===== src/hdl/iir8_pkg.sv =====
// Shared constants, coefficient tables and command types for the order-8 IIR core.
package iir8_pkg;

  localparam int FILTER_ORDER      = 8;
  localparam int COEF_FRAC_BITS    = 40;
  localparam int HISTORY_FRAC_BITS = 28;
  localparam int GAIN_FRAC_BITS    = 8;

  localparam int SAMPLE_W = 16;
  localparam int GAIN_W   = 12;
  localparam int HIST_W   = 48;
  localparam int COEF_W   = 48;
  localparam int HALF_W   = HIST_W / 2;
  localparam int MUL_W    = HALF_W + 1;
  localparam int PROD_W   = 2 * MUL_W;
  localparam int ACC_W    = 100;
  localparam int MAG_W    = 24;
  localparam int TAP_W    = $clog2(FILTER_ORDER + 1);
  localparam int HIDX_W   = $clog2(FILTER_ORDER);

  localparam logic [GAIN_W-1:0] GAIN_RESET = GAIN_W'(640);

  typedef enum logic [1:0] {
    SRC_FF   = 2'd0,
    SRC_FB   = 2'd1,
    SRC_GAIN = 2'd2
  } iir8_src_t;

  typedef enum logic [1:0] {
    SH_0  = 2'd0,
    SH_HALF = 2'd1,
    SH_FULL = 2'd2,
    SH_FF = 2'd3
  } iir8_shift_t;

  typedef struct packed {
    logic             load_x;
    logic             mul_en;
    iir8_src_t        mul_src;
    logic [TAP_W-1:0] tap;
    logic [1:0]       part;
    logic             update;
    logic             emit;
  } iir8_cmd_t;

  // decimal constant times 2^COEF_FRAC_BITS, rounded half away from zero
  function automatic logic signed [COEF_W-1:0] quantize(input logic [63:0] mant,
                                                        input logic [63:0] den,
                                                        input logic        neg);
    logic [127:0] num;
    logic [64:0]  rem;
    logic [63:0]  q;
    int           i;
    num = {64'd0, mant} << COEF_FRAC_BITS;
    rem = '0;
    q   = '0;
    for (i = 127; i >= 0; i--) begin
      rem = {rem[63:0], num[i]};
      if (rem >= {1'b0, den}) begin
        rem = rem - {1'b0, den};
        if (i < 64) begin
          q = q | (64'd1 << i);
        end
      end
    end
    if (rem >= ({1'b0, den} - rem)) begin
      q = q + 64'd1;
    end
    return neg ? COEF_W'(-q) : COEF_W'(q);
  endfunction

  localparam logic [63:0] DEN18 = 64'd1000000000000000000;
  localparam logic [63:0] DEN15 = 64'd1000000000000000;
  localparam logic [63:0] DEN14 = 64'd100000000000000;
  localparam logic [63:0] DEN13 = 64'd10000000000000;

  localparam logic signed [COEF_W-1:0] FF_COEF [0:FILTER_ORDER] = '{
    quantize(64'd28379052251, DEN18, 1'b0),
    quantize(64'd0, 64'd1, 1'b0),
    quantize(64'd113516209005, DEN18, 1'b1),
    quantize(64'd0, 64'd1, 1'b0),
    quantize(64'd170274313507, DEN18, 1'b0),
    quantize(64'd0, 64'd1, 1'b0),
    quantize(64'd113516209005, DEN18, 1'b1),
    quantize(64'd0, 64'd1, 1'b0),
    quantize(64'd28379052251, DEN18, 1'b0)
  };

  localparam logic signed [COEF_W-1:0] FB_COEF [0:FILTER_ORDER] = '{
    quantize(64'd0, 64'd1, 1'b0),
    quantize(64'd792139814864085, DEN14, 1'b1),
    quantize(64'd274628690203029, DEN13, 1'b0),
    quantize(64'd544271942671112, DEN13, 1'b1),
    quantize(64'd674419254163037, DEN13, 1'b0),
    quantize(64'd535042025245989, DEN13, 1'b1),
    quantize(64'd265393236487168, DEN13, 1'b0),
    quantize(64'd752519713333643, DEN14, 1'b1),
    quantize(64'd933873988406161, DEN15, 1'b0)
  };

endpackage


===== src/hdl/iir_filter_order8_direct_form_one_core.sv =====
// Top level of the eighth-order direct form I IIR filter with output gain.
//
// Input channel in_valid/in_ready carries one signed 16-bit sample word.
// Output channel out_valid/out_ready carries the filtered sample times the
// gain (truncated toward zero, saturated) and a clip flag.
// cfg_wr_en/cfg_wr_data write the 12-bit unsigned Q4.8 output gain; write only
// while the core is idle.
// One word is processed at a time on a single shared 25x25 multiplier: nine
// feed-forward taps are one product each, eight feedback taps are four
// partial products each, plus two gain products and pipeline drain cycles.
// A new word is accepted only in the idle state, once the previous result has
// been written to the output register.
// The result sits in an output register; if the receiver stalls, the core
// still accepts and works on the next word and only waits at its final step
// until the previous result is taken.
// Synchronous reset clears both sample histories and sets the gain to 2.5.
module iir_filter_order8_direct_form_one_core
  import iir8_pkg::*;
(
  input  logic                       clk,
  input  logic                       rst_n,
  input  logic                       in_valid,
  output logic                       in_ready,
  input  logic signed [SAMPLE_W-1:0] in_sample_in,
  output logic                       out_valid,
  input  logic                       out_ready,
  output logic signed [SAMPLE_W-1:0] out_sample_out,
  output logic                       out_clipped,
  input  logic                       cfg_wr_en,
  input  logic [GAIN_W-1:0]          cfg_wr_data
);

  iir8_cmd_t cmd;
  logic      out_busy;

  iir8_ctrl u_ctrl (
    .clk      (clk),
    .rst_n    (rst_n),
    .in_valid (in_valid),
    .in_ready (in_ready),
    .out_busy (out_busy),
    .cmd      (cmd)
  );

  iir8_dp u_dp (
    .clk            (clk),
    .rst_n          (rst_n),
    .cmd            (cmd),
    .in_sample_in   (in_sample_in),
    .cfg_wr_en      (cfg_wr_en),
    .cfg_wr_data    (cfg_wr_data),
    .out_valid      (out_valid),
    .out_ready      (out_ready),
    .out_sample_out (out_sample_out),
    .out_clipped    (out_clipped),
    .out_busy       (out_busy)
  );

endmodule


===== src/hdl/iir8_ctrl.sv =====
// Sequencer for the order-8 IIR core: steps taps and partial products, then output.
module iir8_ctrl
  import iir8_pkg::*;
(
  input  logic      clk,
  input  logic      rst_n,
  input  logic      in_valid,
  output logic      in_ready,
  input  logic      out_busy,
  output iir8_cmd_t cmd
);

  typedef enum logic [7:0] {
    ST_IDLE   = 8'b0000_0001,
    ST_FF     = 8'b0000_0010,
    ST_FB     = 8'b0000_0100,
    ST_DRAIN  = 8'b0000_1000,
    ST_SAT    = 8'b0001_0000,
    ST_GAIN   = 8'b0010_0000,
    ST_GDRAIN = 8'b0100_0000,
    ST_OUT    = 8'b1000_0000
  } iir8_state_t;

  iir8_state_t      state_r, state_nxt;
  logic [TAP_W-1:0] tap_r, tap_nxt;
  logic [1:0]       part_r, part_nxt;

  assign in_ready = (state_r == ST_IDLE);

  always_comb begin
    state_nxt = state_r;
    tap_nxt   = tap_r;
    part_nxt  = part_r;
    cmd       = '0;
    cmd.tap   = tap_r;
    cmd.part  = part_r;
    unique case (state_r)
      ST_IDLE: begin
        if (in_valid) begin
          cmd.load_x = 1'b1;
          tap_nxt    = '0;
          state_nxt  = ST_FF;
        end
      end
      ST_FF: begin
        cmd.mul_en  = 1'b1;
        cmd.mul_src = SRC_FF;
        if (tap_r == TAP_W'(FILTER_ORDER)) begin
          tap_nxt   = TAP_W'(1);
          part_nxt  = '0;
          state_nxt = ST_FB;
        end else begin
          tap_nxt = tap_r + TAP_W'(1);
        end
      end
      ST_FB: begin
        cmd.mul_en  = 1'b1;
        cmd.mul_src = SRC_FB;
        part_nxt    = part_r + 2'd1;
        if (part_r == 2'd3) begin
          if (tap_r == TAP_W'(FILTER_ORDER)) begin
            state_nxt = ST_DRAIN;
          end else begin
            tap_nxt = tap_r + TAP_W'(1);
          end
        end
      end
      ST_DRAIN: begin
        state_nxt = ST_SAT;
      end
      ST_SAT: begin
        cmd.update = 1'b1;
        part_nxt   = '0;
        state_nxt  = ST_GAIN;
      end
      ST_GAIN: begin
        cmd.mul_en  = 1'b1;
        cmd.mul_src = SRC_GAIN;
        part_nxt    = part_r + 2'd1;
        if (part_r[0]) begin
          state_nxt = ST_GDRAIN;
        end
      end
      ST_GDRAIN: begin
        state_nxt = ST_OUT;
      end
      ST_OUT: begin
        if (!out_busy) begin
          cmd.emit  = 1'b1;
          state_nxt = ST_IDLE;
        end
      end
      default: begin
        state_nxt = ST_IDLE;
      end
    endcase
  end

  always_ff @(posedge clk) begin
    if (!rst_n) begin
      state_r <= ST_IDLE;
      tap_r   <= '0;
      part_r  <= '0;
    end else begin
      state_r <= state_nxt;
      tap_r   <= tap_nxt;
      part_r  <= part_nxt;
    end
  end

endmodule


===== src/hdl/iir8_dp.sv =====
// Datapath for the order-8 IIR core: histories, shared multiplier, accumulator, output word.
module iir8_dp
  import iir8_pkg::*;
(
  input  logic                       clk,
  input  logic                       rst_n,
  input  iir8_cmd_t                  cmd,
  input  logic signed [SAMPLE_W-1:0] in_sample_in,
  input  logic                       cfg_wr_en,
  input  logic [GAIN_W-1:0]          cfg_wr_data,
  output logic                       out_valid,
  input  logic                       out_ready,
  output logic signed [SAMPLE_W-1:0] out_sample_out,
  output logic                       out_clipped,
  output logic                       out_busy
);

  localparam int YHI_LSB = COEF_FRAC_BITS + HIST_W - 1;
  localparam int MAG_LSB = HISTORY_FRAC_BITS + GAIN_FRAC_BITS;

  logic [GAIN_W-1:0]          gain_r;
  logic signed [SAMPLE_W-1:0] x_cur_r;
  logic signed [SAMPLE_W-1:0] x_hist_r [0:FILTER_ORDER-1];
  logic signed [HIST_W-1:0]   y_hist_r [0:FILTER_ORDER-1];
  logic [HIST_W-1:0]          mag_r;
  logic                       neg_r;

  logic signed [PROD_W-1:0]   prod_r;
  iir8_shift_t                prod_sh_r;
  logic                       prod_sub_r;
  logic                       prod_vld_r;
  logic signed [ACC_W-1:0]    acc_r, acc_nxt;

  logic                       out_valid_r;
  logic signed [SAMPLE_W-1:0] sample_r, sample_nxt;
  logic                       clip_r, clip_nxt;

  logic [HIDX_W-1:0]          hidx;
  logic signed [SAMPLE_W-1:0] x_sel;
  logic signed [HIST_W-1:0]   y_sel;
  logic signed [COEF_W-1:0]   c_ff, c_fb;
  logic signed [MUL_W-1:0]    op_a, op_b;
  logic signed [PROD_W-1:0]   prod;
  iir8_shift_t                sh;
  logic                       sub;

  logic signed [ACC_W-1:0]    term_ext, term;
  logic [ACC_W-YHI_LSB-1:0]   y_top;
  logic signed [HIST_W-1:0]   ynew;
  logic [HIST_W-1:0]          ymag;
  logic [MAG_W-1:0]           mag_out;

  assign out_busy       = out_valid_r & ~out_ready;
  assign out_valid      = out_valid_r;
  assign out_sample_out = sample_r;
  assign out_clipped    = clip_r;

  // operand select for the shared 25x25 multiplier
  always_comb begin
    hidx  = HIDX_W'(cmd.tap - TAP_W'(1));
    x_sel = (cmd.tap == '0) ? x_cur_r : x_hist_r[hidx];
    y_sel = y_hist_r[hidx];
    c_ff  = FF_COEF[cmd.tap];
    c_fb  = FB_COEF[cmd.tap];
    op_a  = '0;
    op_b  = '0;
    sh    = SH_0;
    sub   = 1'b0;
    case (cmd.mul_src)
      SRC_FF: begin
        op_a = {{(MUL_W-SAMPLE_W){x_sel[SAMPLE_W-1]}}, x_sel};
        op_b = c_ff[MUL_W-1:0];
        sh   = SH_FF;
      end
      SRC_FB: begin
        op_a = cmd.part[1] ? {y_sel[HIST_W-1], y_sel[HIST_W-1:HALF_W]}
                           : {1'b0, y_sel[HALF_W-1:0]};
        op_b = cmd.part[0] ? {c_fb[COEF_W-1], c_fb[COEF_W-1:HALF_W]}
                           : {1'b0, c_fb[HALF_W-1:0]};
        case (cmd.part)
          2'd0:    sh = SH_0;
          2'd3:    sh = SH_FULL;
          default: sh = SH_HALF;
        endcase
        sub = 1'b1;
      end
      SRC_GAIN: begin
        op_a = cmd.part[0] ? {1'b0, mag_r[HIST_W-1:HALF_W]} : {1'b0, mag_r[HALF_W-1:0]};
        op_b = {{(MUL_W-GAIN_W){1'b0}}, gain_r};
        sh   = cmd.part[0] ? SH_HALF : SH_0;
      end
      default: begin
        op_a = '0;
      end
    endcase
  end

  assign prod = op_a * op_b;

  always_comb begin
    term_ext = {{(ACC_W-PROD_W){prod_r[PROD_W-1]}}, prod_r};
    case (prod_sh_r)
      SH_0:    term = term_ext;
      SH_HALF: term = term_ext <<< HALF_W;
      SH_FULL: term = term_ext <<< HIST_W;
      SH_FF:   term = term_ext <<< HISTORY_FRAC_BITS;
      default: term = term_ext;
    endcase
    acc_nxt = prod_sub_r ? (acc_r - term) : (acc_r + term);
  end

  // new output history value: floor shift, then saturate to the history width
  always_comb begin
    y_top = acc_r[ACC_W-1:YHI_LSB];
    if ((y_top == '0) || (y_top == '1)) begin
      ynew = acc_r[YHI_LSB:COEF_FRAC_BITS];
    end else begin
      ynew = acc_r[ACC_W-1] ? {1'b1, {(HIST_W-1){1'b0}}} : {1'b0, {(HIST_W-1){1'b1}}};
    end
    ymag = ynew[HIST_W-1] ? HIST_W'(-ynew) : HIST_W'(ynew);
  end

  always_comb begin
    mag_out = acc_r[MAG_LSB +: MAG_W];
    if (neg_r) begin
      if (mag_out > MAG_W'(32768)) begin
        sample_nxt = {1'b1, {(SAMPLE_W-1){1'b0}}};
        clip_nxt   = 1'b1;
      end else begin
        sample_nxt = SAMPLE_W'(-mag_out[SAMPLE_W-1:0]);
        clip_nxt   = 1'b0;
      end
    end else begin
      if (mag_out > MAG_W'(32767)) begin
        sample_nxt = {1'b0, {(SAMPLE_W-1){1'b1}}};
        clip_nxt   = 1'b1;
      end else begin
        sample_nxt = mag_out[SAMPLE_W-1:0];
        clip_nxt   = 1'b0;
      end
    end
  end

  always_ff @(posedge clk) begin
    if (!rst_n) begin
      gain_r      <= GAIN_RESET;
      prod_vld_r  <= 1'b0;
      out_valid_r <= 1'b0;
      for (int i = 0; i < FILTER_ORDER; i++) begin
        x_hist_r[i] <= '0;
        y_hist_r[i] <= '0;
      end
    end else begin
      if (cfg_wr_en) begin
        gain_r <= cfg_wr_data;
      end
      prod_vld_r <= cmd.mul_en;
      if (cmd.update) begin
        for (int i = FILTER_ORDER - 1; i > 0; i--) begin
          x_hist_r[i] <= x_hist_r[i-1];
          y_hist_r[i] <= y_hist_r[i-1];
        end
        x_hist_r[0] <= x_cur_r;
        y_hist_r[0] <= ynew;
      end
      if (cmd.emit) begin
        out_valid_r <= 1'b1;
      end else if (out_ready) begin
        out_valid_r <= 1'b0;
      end
    end
  end

  always_ff @(posedge clk) begin
    prod_r     <= prod;
    prod_sh_r  <= sh;
    prod_sub_r <= sub;
    if (cmd.load_x) begin
      x_cur_r <= in_sample_in;
    end
    if (cmd.load_x || cmd.update) begin
      acc_r <= '0;
    end else if (prod_vld_r) begin
      acc_r <= acc_nxt;
    end
    if (cmd.update) begin
      mag_r <= ymag;
      neg_r <= ynew[HIST_W-1];
    end
    if (cmd.emit) begin
      sample_r <= sample_nxt;
      clip_r   <= clip_nxt;
    end
  end

endmodule

===== config.mk =====
export PLATFORM = sky130hd
export DESIGN_NAME = iir_filter_order8_direct_form_one_core
export DESIGN_NICKNAME = d
export VERILOG_FILES = /design/src/hdl/iir8_pkg.sv /design/src/hdl/iir_filter_order8_direct_form_one_core.sv /design/src/hdl/iir8_ctrl.sv /design/src/hdl/iir8_dp.sv
export SDC_FILE = /design/constraint.sdc
export NUM_CORES = 2
export LEC_CHECK = 0
export BUFFER_PORTS_ARGS = -buffer_cell sky130_fd_sc_hd__buf_2
export CAP_MARGIN = 15
export CORE_ASPECT_RATIO = 1.1
export CORE_MARGIN = 4
export CORE_UTILIZATION = 50
export DETAILED_ROUTE_END_ITERATION = 10
export PLACE_DENSITY_LB_ADDON = 0.3
export SKIP_CTS_REPAIR_TIMING = 1
export SLEW_MARGIN = 40
export SYNTH_ARGS = -nofsm -noshare
export SYNTH_HDL_FRONTEND = slang
export SYNTH_SLANG_ARGS = --single-unit

===== constraint.sdc =====
create_clock -name clk -period 40.5 [get_ports clk]
set_clock_uncertainty 0.2 [all_clocks]
set_input_delay 6.075 -clock clk [delete_from_list [all_inputs] [get_ports clk]]
set_output_delay 6.075 -clock clk [all_outputs]
set_load 0.1 [all_outputs]

### Word-level counts from Yosys, hierarchy flattened

Memory sizes are Yosys's and may differ from the RTL's.
Index checks and enable logic that the tools add are counted.
W data, S select, Z words.

* memories kept: 4
* register bits after elaboration: 263
* bits in read-only memories: 1536
* bits in writable memories: 512
* output and inout bits: 19

* reductions and logical operators: 14
* bitwise operators: 19
* magnitude comparators: 3
* $mul: 1
* add/sub/neg operators: 7
* equality and inequality tests: 23
* mux-type cells: 67

Memory list
* (no name shown): depth 16, width 48, read ports 1, clocked after Yosys merged registers in 0, write ports 0, RTL line iir8_dp.sv:63 `c_ff = FF_COEF[cmd.tap];`
* (no name shown): depth 16, width 48, read ports 1, clocked after Yosys merged registers in 0, write ports 0, RTL line iir8_dp.sv:64 `c_fb = FB_COEF[cmd.tap];`
* u_dp.y_hist_r: depth 8, width 48, read ports 8, clocked after Yosys merged registers in 0, write ports 8, RTL line iir8_dp.sv:24 `logic signed [HIST_W-1:0] y_hist_r [0:FILTER_ORDER-1];`
* u_dp.x_hist_r: depth 8, width 16, read ports 8, clocked after Yosys merged registers in 0, write ports 8, RTL line iir8_dp.sv:23 `logic signed [SAMPLE_W-1:0] x_hist_r [0:FILTER_ORDER-1];`

Operators by type and width (number)
* $mux W48: 12
* $pmux W100 S4: 1
* $mux W16: 12
* $pmux W25 S3: 2
* $add A100 B100 Y100: 1
* $mux W100: 1
* $mux W25: 4
* $sub A100 B100 Y100: 1
* $pmux W8 S8: 1
* $mul A25 B25 Y50: 1
* $mux W8: 6
* $neg A48 Y48: 1
* $mux W47: 1
* $gt A24 B15 Y1 const B: 1
* $gt A24 B16 Y1 const B: 1
* $mux W24: 1
* $mux W1: 16
* $mux W4: 4
* $neg A16 Y16: 1
* $or A1 B1 Y1: 16
* $eq A13 B13 Y1 const B: 1
* $logic_not A13 Y1: 1
* $pmux W2 S3: 2
* $pmux W4 S3: 1
* other kinds (32): 45

### Longest topological paths before layout

* depth after elaboration: 7
* mapped depth: 45

### Hierarchy

A second synthesis with hierarchy kept.

* cells, all modules: 6935
* area total of the unflattened synthesis: 68529.5 um^2

Modules (own cells, without submodules)
* iir8_dp: cells each 6819, instances 1, area each 67552.3 um^2
* iir8_ctrl: cells each 116, instances 1, area each 977.2 um^2

### Worst setup path after synthesis

Ideal clock, no wire load.

* path kind: input to register
* from: input rst_n
* to: memory u_dp.x_hist_r[0][0], enable pin
* arrival: 15.111 ns
* buffers on the path: 3
* path slack: 21.496 ns
* cell stages on the path: 4
* setup time: 3.694 ns
* path through: clkbuf_1 > clkbuf_1 > clkbuf_1 > nand2_1

RTL lines
* start, declared: RTL line iir_filter_order8_direct_form_one_core.sv:21 `input logic rst_n,`
* end, declared: RTL line iir8_dp.sv:23

### Final worst setup path

* from: register u_ctrl.tap_r[0]
* to: register u_dp.prod_r[49]

* word-level cells in the longest chain between the ends: 7
* elaborated cells on any way between the ends: 17

RTL lines
* start, declared: RTL line iir8_ctrl.sv:25 `logic [TAP_W-1:0] tap_r, tap_nxt;`
* start signal, assigned: RTL line iir8_ctrl.sv:106 `tap_r <= tap_nxt;`
* branches (longest 6 deep; another with $mem_v2 Z8 W48)
* $mul A25 B25 Y50 (*): RTL line iir8_dp.sv:98 `assign prod = op_a * op_b;`
* named net u_dp.prod[49]: RTL line iir8_dp.sv:43 `logic signed [PROD_W-1:0] prod;`
* end signal, assigned: RTL line iir8_dp.sv:175 `prod_r <= prod;`
* end, declared: RTL line iir8_dp.sv:28 `logic signed [PROD_W-1:0] prod_r;`

Mark *: on every way through the listed nets, which the timed path passes. The select of a mux whose other input is x is not followed.
A chain may end at the register's enable or synchronous reset.

==> results.ini <==
[outcome]
run_status = finished, final reports clean

[layout]
fill_cells = 11800
nets = 7629
fin_util_pct = 53.9
diodes = 0
drive_gt1_share_pct = 8.16
area_delta_synth_final_pct = 6.86

[clocking]
cts_tree = done
clock_path_buffers = 3
cts_htree_levels = 3
clock-sinks = 775
numCtsBuffers = 83
clk_pin_slew_ns = 0.06
clk-insertion-delay-late_ns = 0.70
clock-root-buffer = clkbuf_16

[synth]
synthesis.nets = 7854
synth-warning-count = 0
synth_edf_count = 594
synthTopCellsByCount = inv_1, nor2_1, fa_1
synth_area_um2 = 67800
synth_seq_cells = 775
syn_inst = 6901
synth_top_area_share_pct = 26.3
ys.flop_type = edfxtp_1
syn_avg_cell_area_um2 = 9.83
yosysTopAreaCell = edfxtp_1
synth.distinct_cells = 96
ys_seq_area_share_pct = 31.6
synth.top_cells.by_area = edfxtp_1, fa_1, dfxtp_1
synthArstFlopShare_pct = 0
synth.most_common_cell = inv_1

[timing]
fmax_mhz = 83.1
report.final.setup_viol = 0
worst_slew_pin_slew_ns = 0.926
rsz0062_at_grt = no
setup_tns_ns = 0
slew_viol_final = 0
slew_headroom_pct = 37.7
final_hold_viol_count = 0
period_needed_ns = 12.04
post-route-period-util_pct = 29.7

[global_routing]
grt_pass1_vias = 51500
grt_pass1_wl_um = 310000
grt_use_total_pct = 27.9
antenna_found_initial = 1
grt_overflow_total = 0
grt_max_degree = 257

[floorplan]
io_pins = 52
dieHeight_um = 394
core_area_um2 = 135000
die_area_um2 = 142000
rows = 141
die_x_um = 359
start_util_pct = 50.4

[drt]
drt-total-wl_um = 199000
dr.pass1.iters = 6
drc = 0
wl_per_cell_um = 23.4
first_iter_violations = 5442
vias = 51700
drtAntennaViolNets = 0
via_per_inst = 6.06

[setup_path]
crit_type = reg -> reg
startpoint_type = flip-flop
slowest_stage = dfxtp_4
crit_top_cell = fa_1
worst_path_largest_cell_delay_ns = 0.80
worstPathRequired_ns = 40.87
arrival_ns = 12.40
crit_path_end_kind = flip-flop
path_max_fanout = 40

[job]
drv_cap = 0

[placed_design]
io_buffers = 51
gp_congestion = 0.949
dp_hpwl_um = 146000

[min_path]
hold_class = reg -> reg

path summary, 6_finish.rpt:
kind	from	endpoint	cells past startpoint	slack (ns)
worst max-delay path	u_ctrl.tap_r[0]$_SDFFE_PN0P_	u_dp.prod_r[49]$_DFF_P_	36	28.47
worst min-delay path	u_dp.acc_r[0]$_SDFFE_PP0P_	u_dp.acc_r[0]$_SDFFE_PP0P_	2	0.28
worst max register to register	u_ctrl.tap_r[0]$_SDFFE_PN0P_	u_dp.prod_r[49]$_DFF_P_	36	28.47
worst min register to register	u_dp.acc_r[0]$_SDFFE_PP0P_	u_dp.acc_r[0]$_SDFFE_PP0P_	2	0.28
layout by cell type, fill, tap and decap left out, drive strengths merged, types with 41 or more instances in the layout:
cell	n
a31oi	47
o21ai	221
xnor2	142
a21oi	407
nand3	95
o211ai	42
nand4	48
nor3	90
nor2	676
mux4	153
a21o	103
o21a	41
edfxtp	594
mux2i	171
nand2	649
buf	168
clkbuf	103
dfxtp	181
inv	769
and3	501
ha	261
xor2	94
fa	659
nor2b	48
flip-flops by register name (all words and copies together) (netlist names), 2 cells and up:
signal               count
u_dp.out_sample_out     16
u_dp.x_hist_r          128
u_dp.x_cur_r            16
u_dp.mag_r              48
u_dp.acc_r             100
u_dp.prod_sh_r           2
u_dp.gain_r             12
u_ctrl.state_r           8
u_ctrl.part_r            2
u_dp.prod_r             50
u_ctrl.tap_r             4
u_dp.y_hist_r          384
cell families (layout without fill, tap and decap cells):
logic type	Yosys count	after routing	synth area share (%)
simple gates	2293	2293	16.2
buf+inv	1246	1088	7.06
compound gates	1092	1092	9.93
fa+ha+maj	920	920	24.3
flops	775	775	31.6
mux	339	339	7.88
xor+xnor	236	236	3.05
stage by stage:
stage / cells / area, um2 / setup WS (ns) / hold slack (ns)
floorplan: 6901 / 67800 / 21.50 / 0.242
global placement: 8368 / 69500 / 28.50 / 0.264
detailed placement: 8373 / 69700 / 28.43 / 0.271
CTS: 8525 / 72400 / 28.42 / 0.278
global route: 8530 / 72500 / 27.87 / 0.310
finish: 8530 / 72500 / 28.47 / 0.276
critical path: cells and delay by family (launching register included):
kind | cells | cell delay, ns
compound gates | 12 | 2.70
xor+xnor | 1 | 0.08
fa+ha+maj | 10 | 4.75
buf+inv | 9 | 1.85
flops | 1 | 0.80
mux | 2 | 0.94
simple gates | 2 | 0.47
metal layers:
metal | part of all wire (%) | GRT usage [%] | routed length (um)
met2 | 47 | 44.5 | 93300
met1 | 40 | 37.5 | 80400
met4 | 5.3 | 13.2 | 10500
met5 | 0.0060 | 0 | 12
met3 | 7.6 | 4.44 | 15100
area by class of cell:
type,instances,area [um2],share of cell area [%]
Clock buffer,103,2210,3.05
Clock inverter,49,502,0.692
Inverter,768,2900,3.99
Multi-Input combinational cell,4880,41800,57.7
Sequential cell,775,21500,29.6
Tap cell,1787,2240,3.08
Timing Repair Buffer,168,1340,1.85
Power is left out: the tool's default activity adds up to more than one toggle a clock period on the data nets, which glitch-free logic cannot reach.
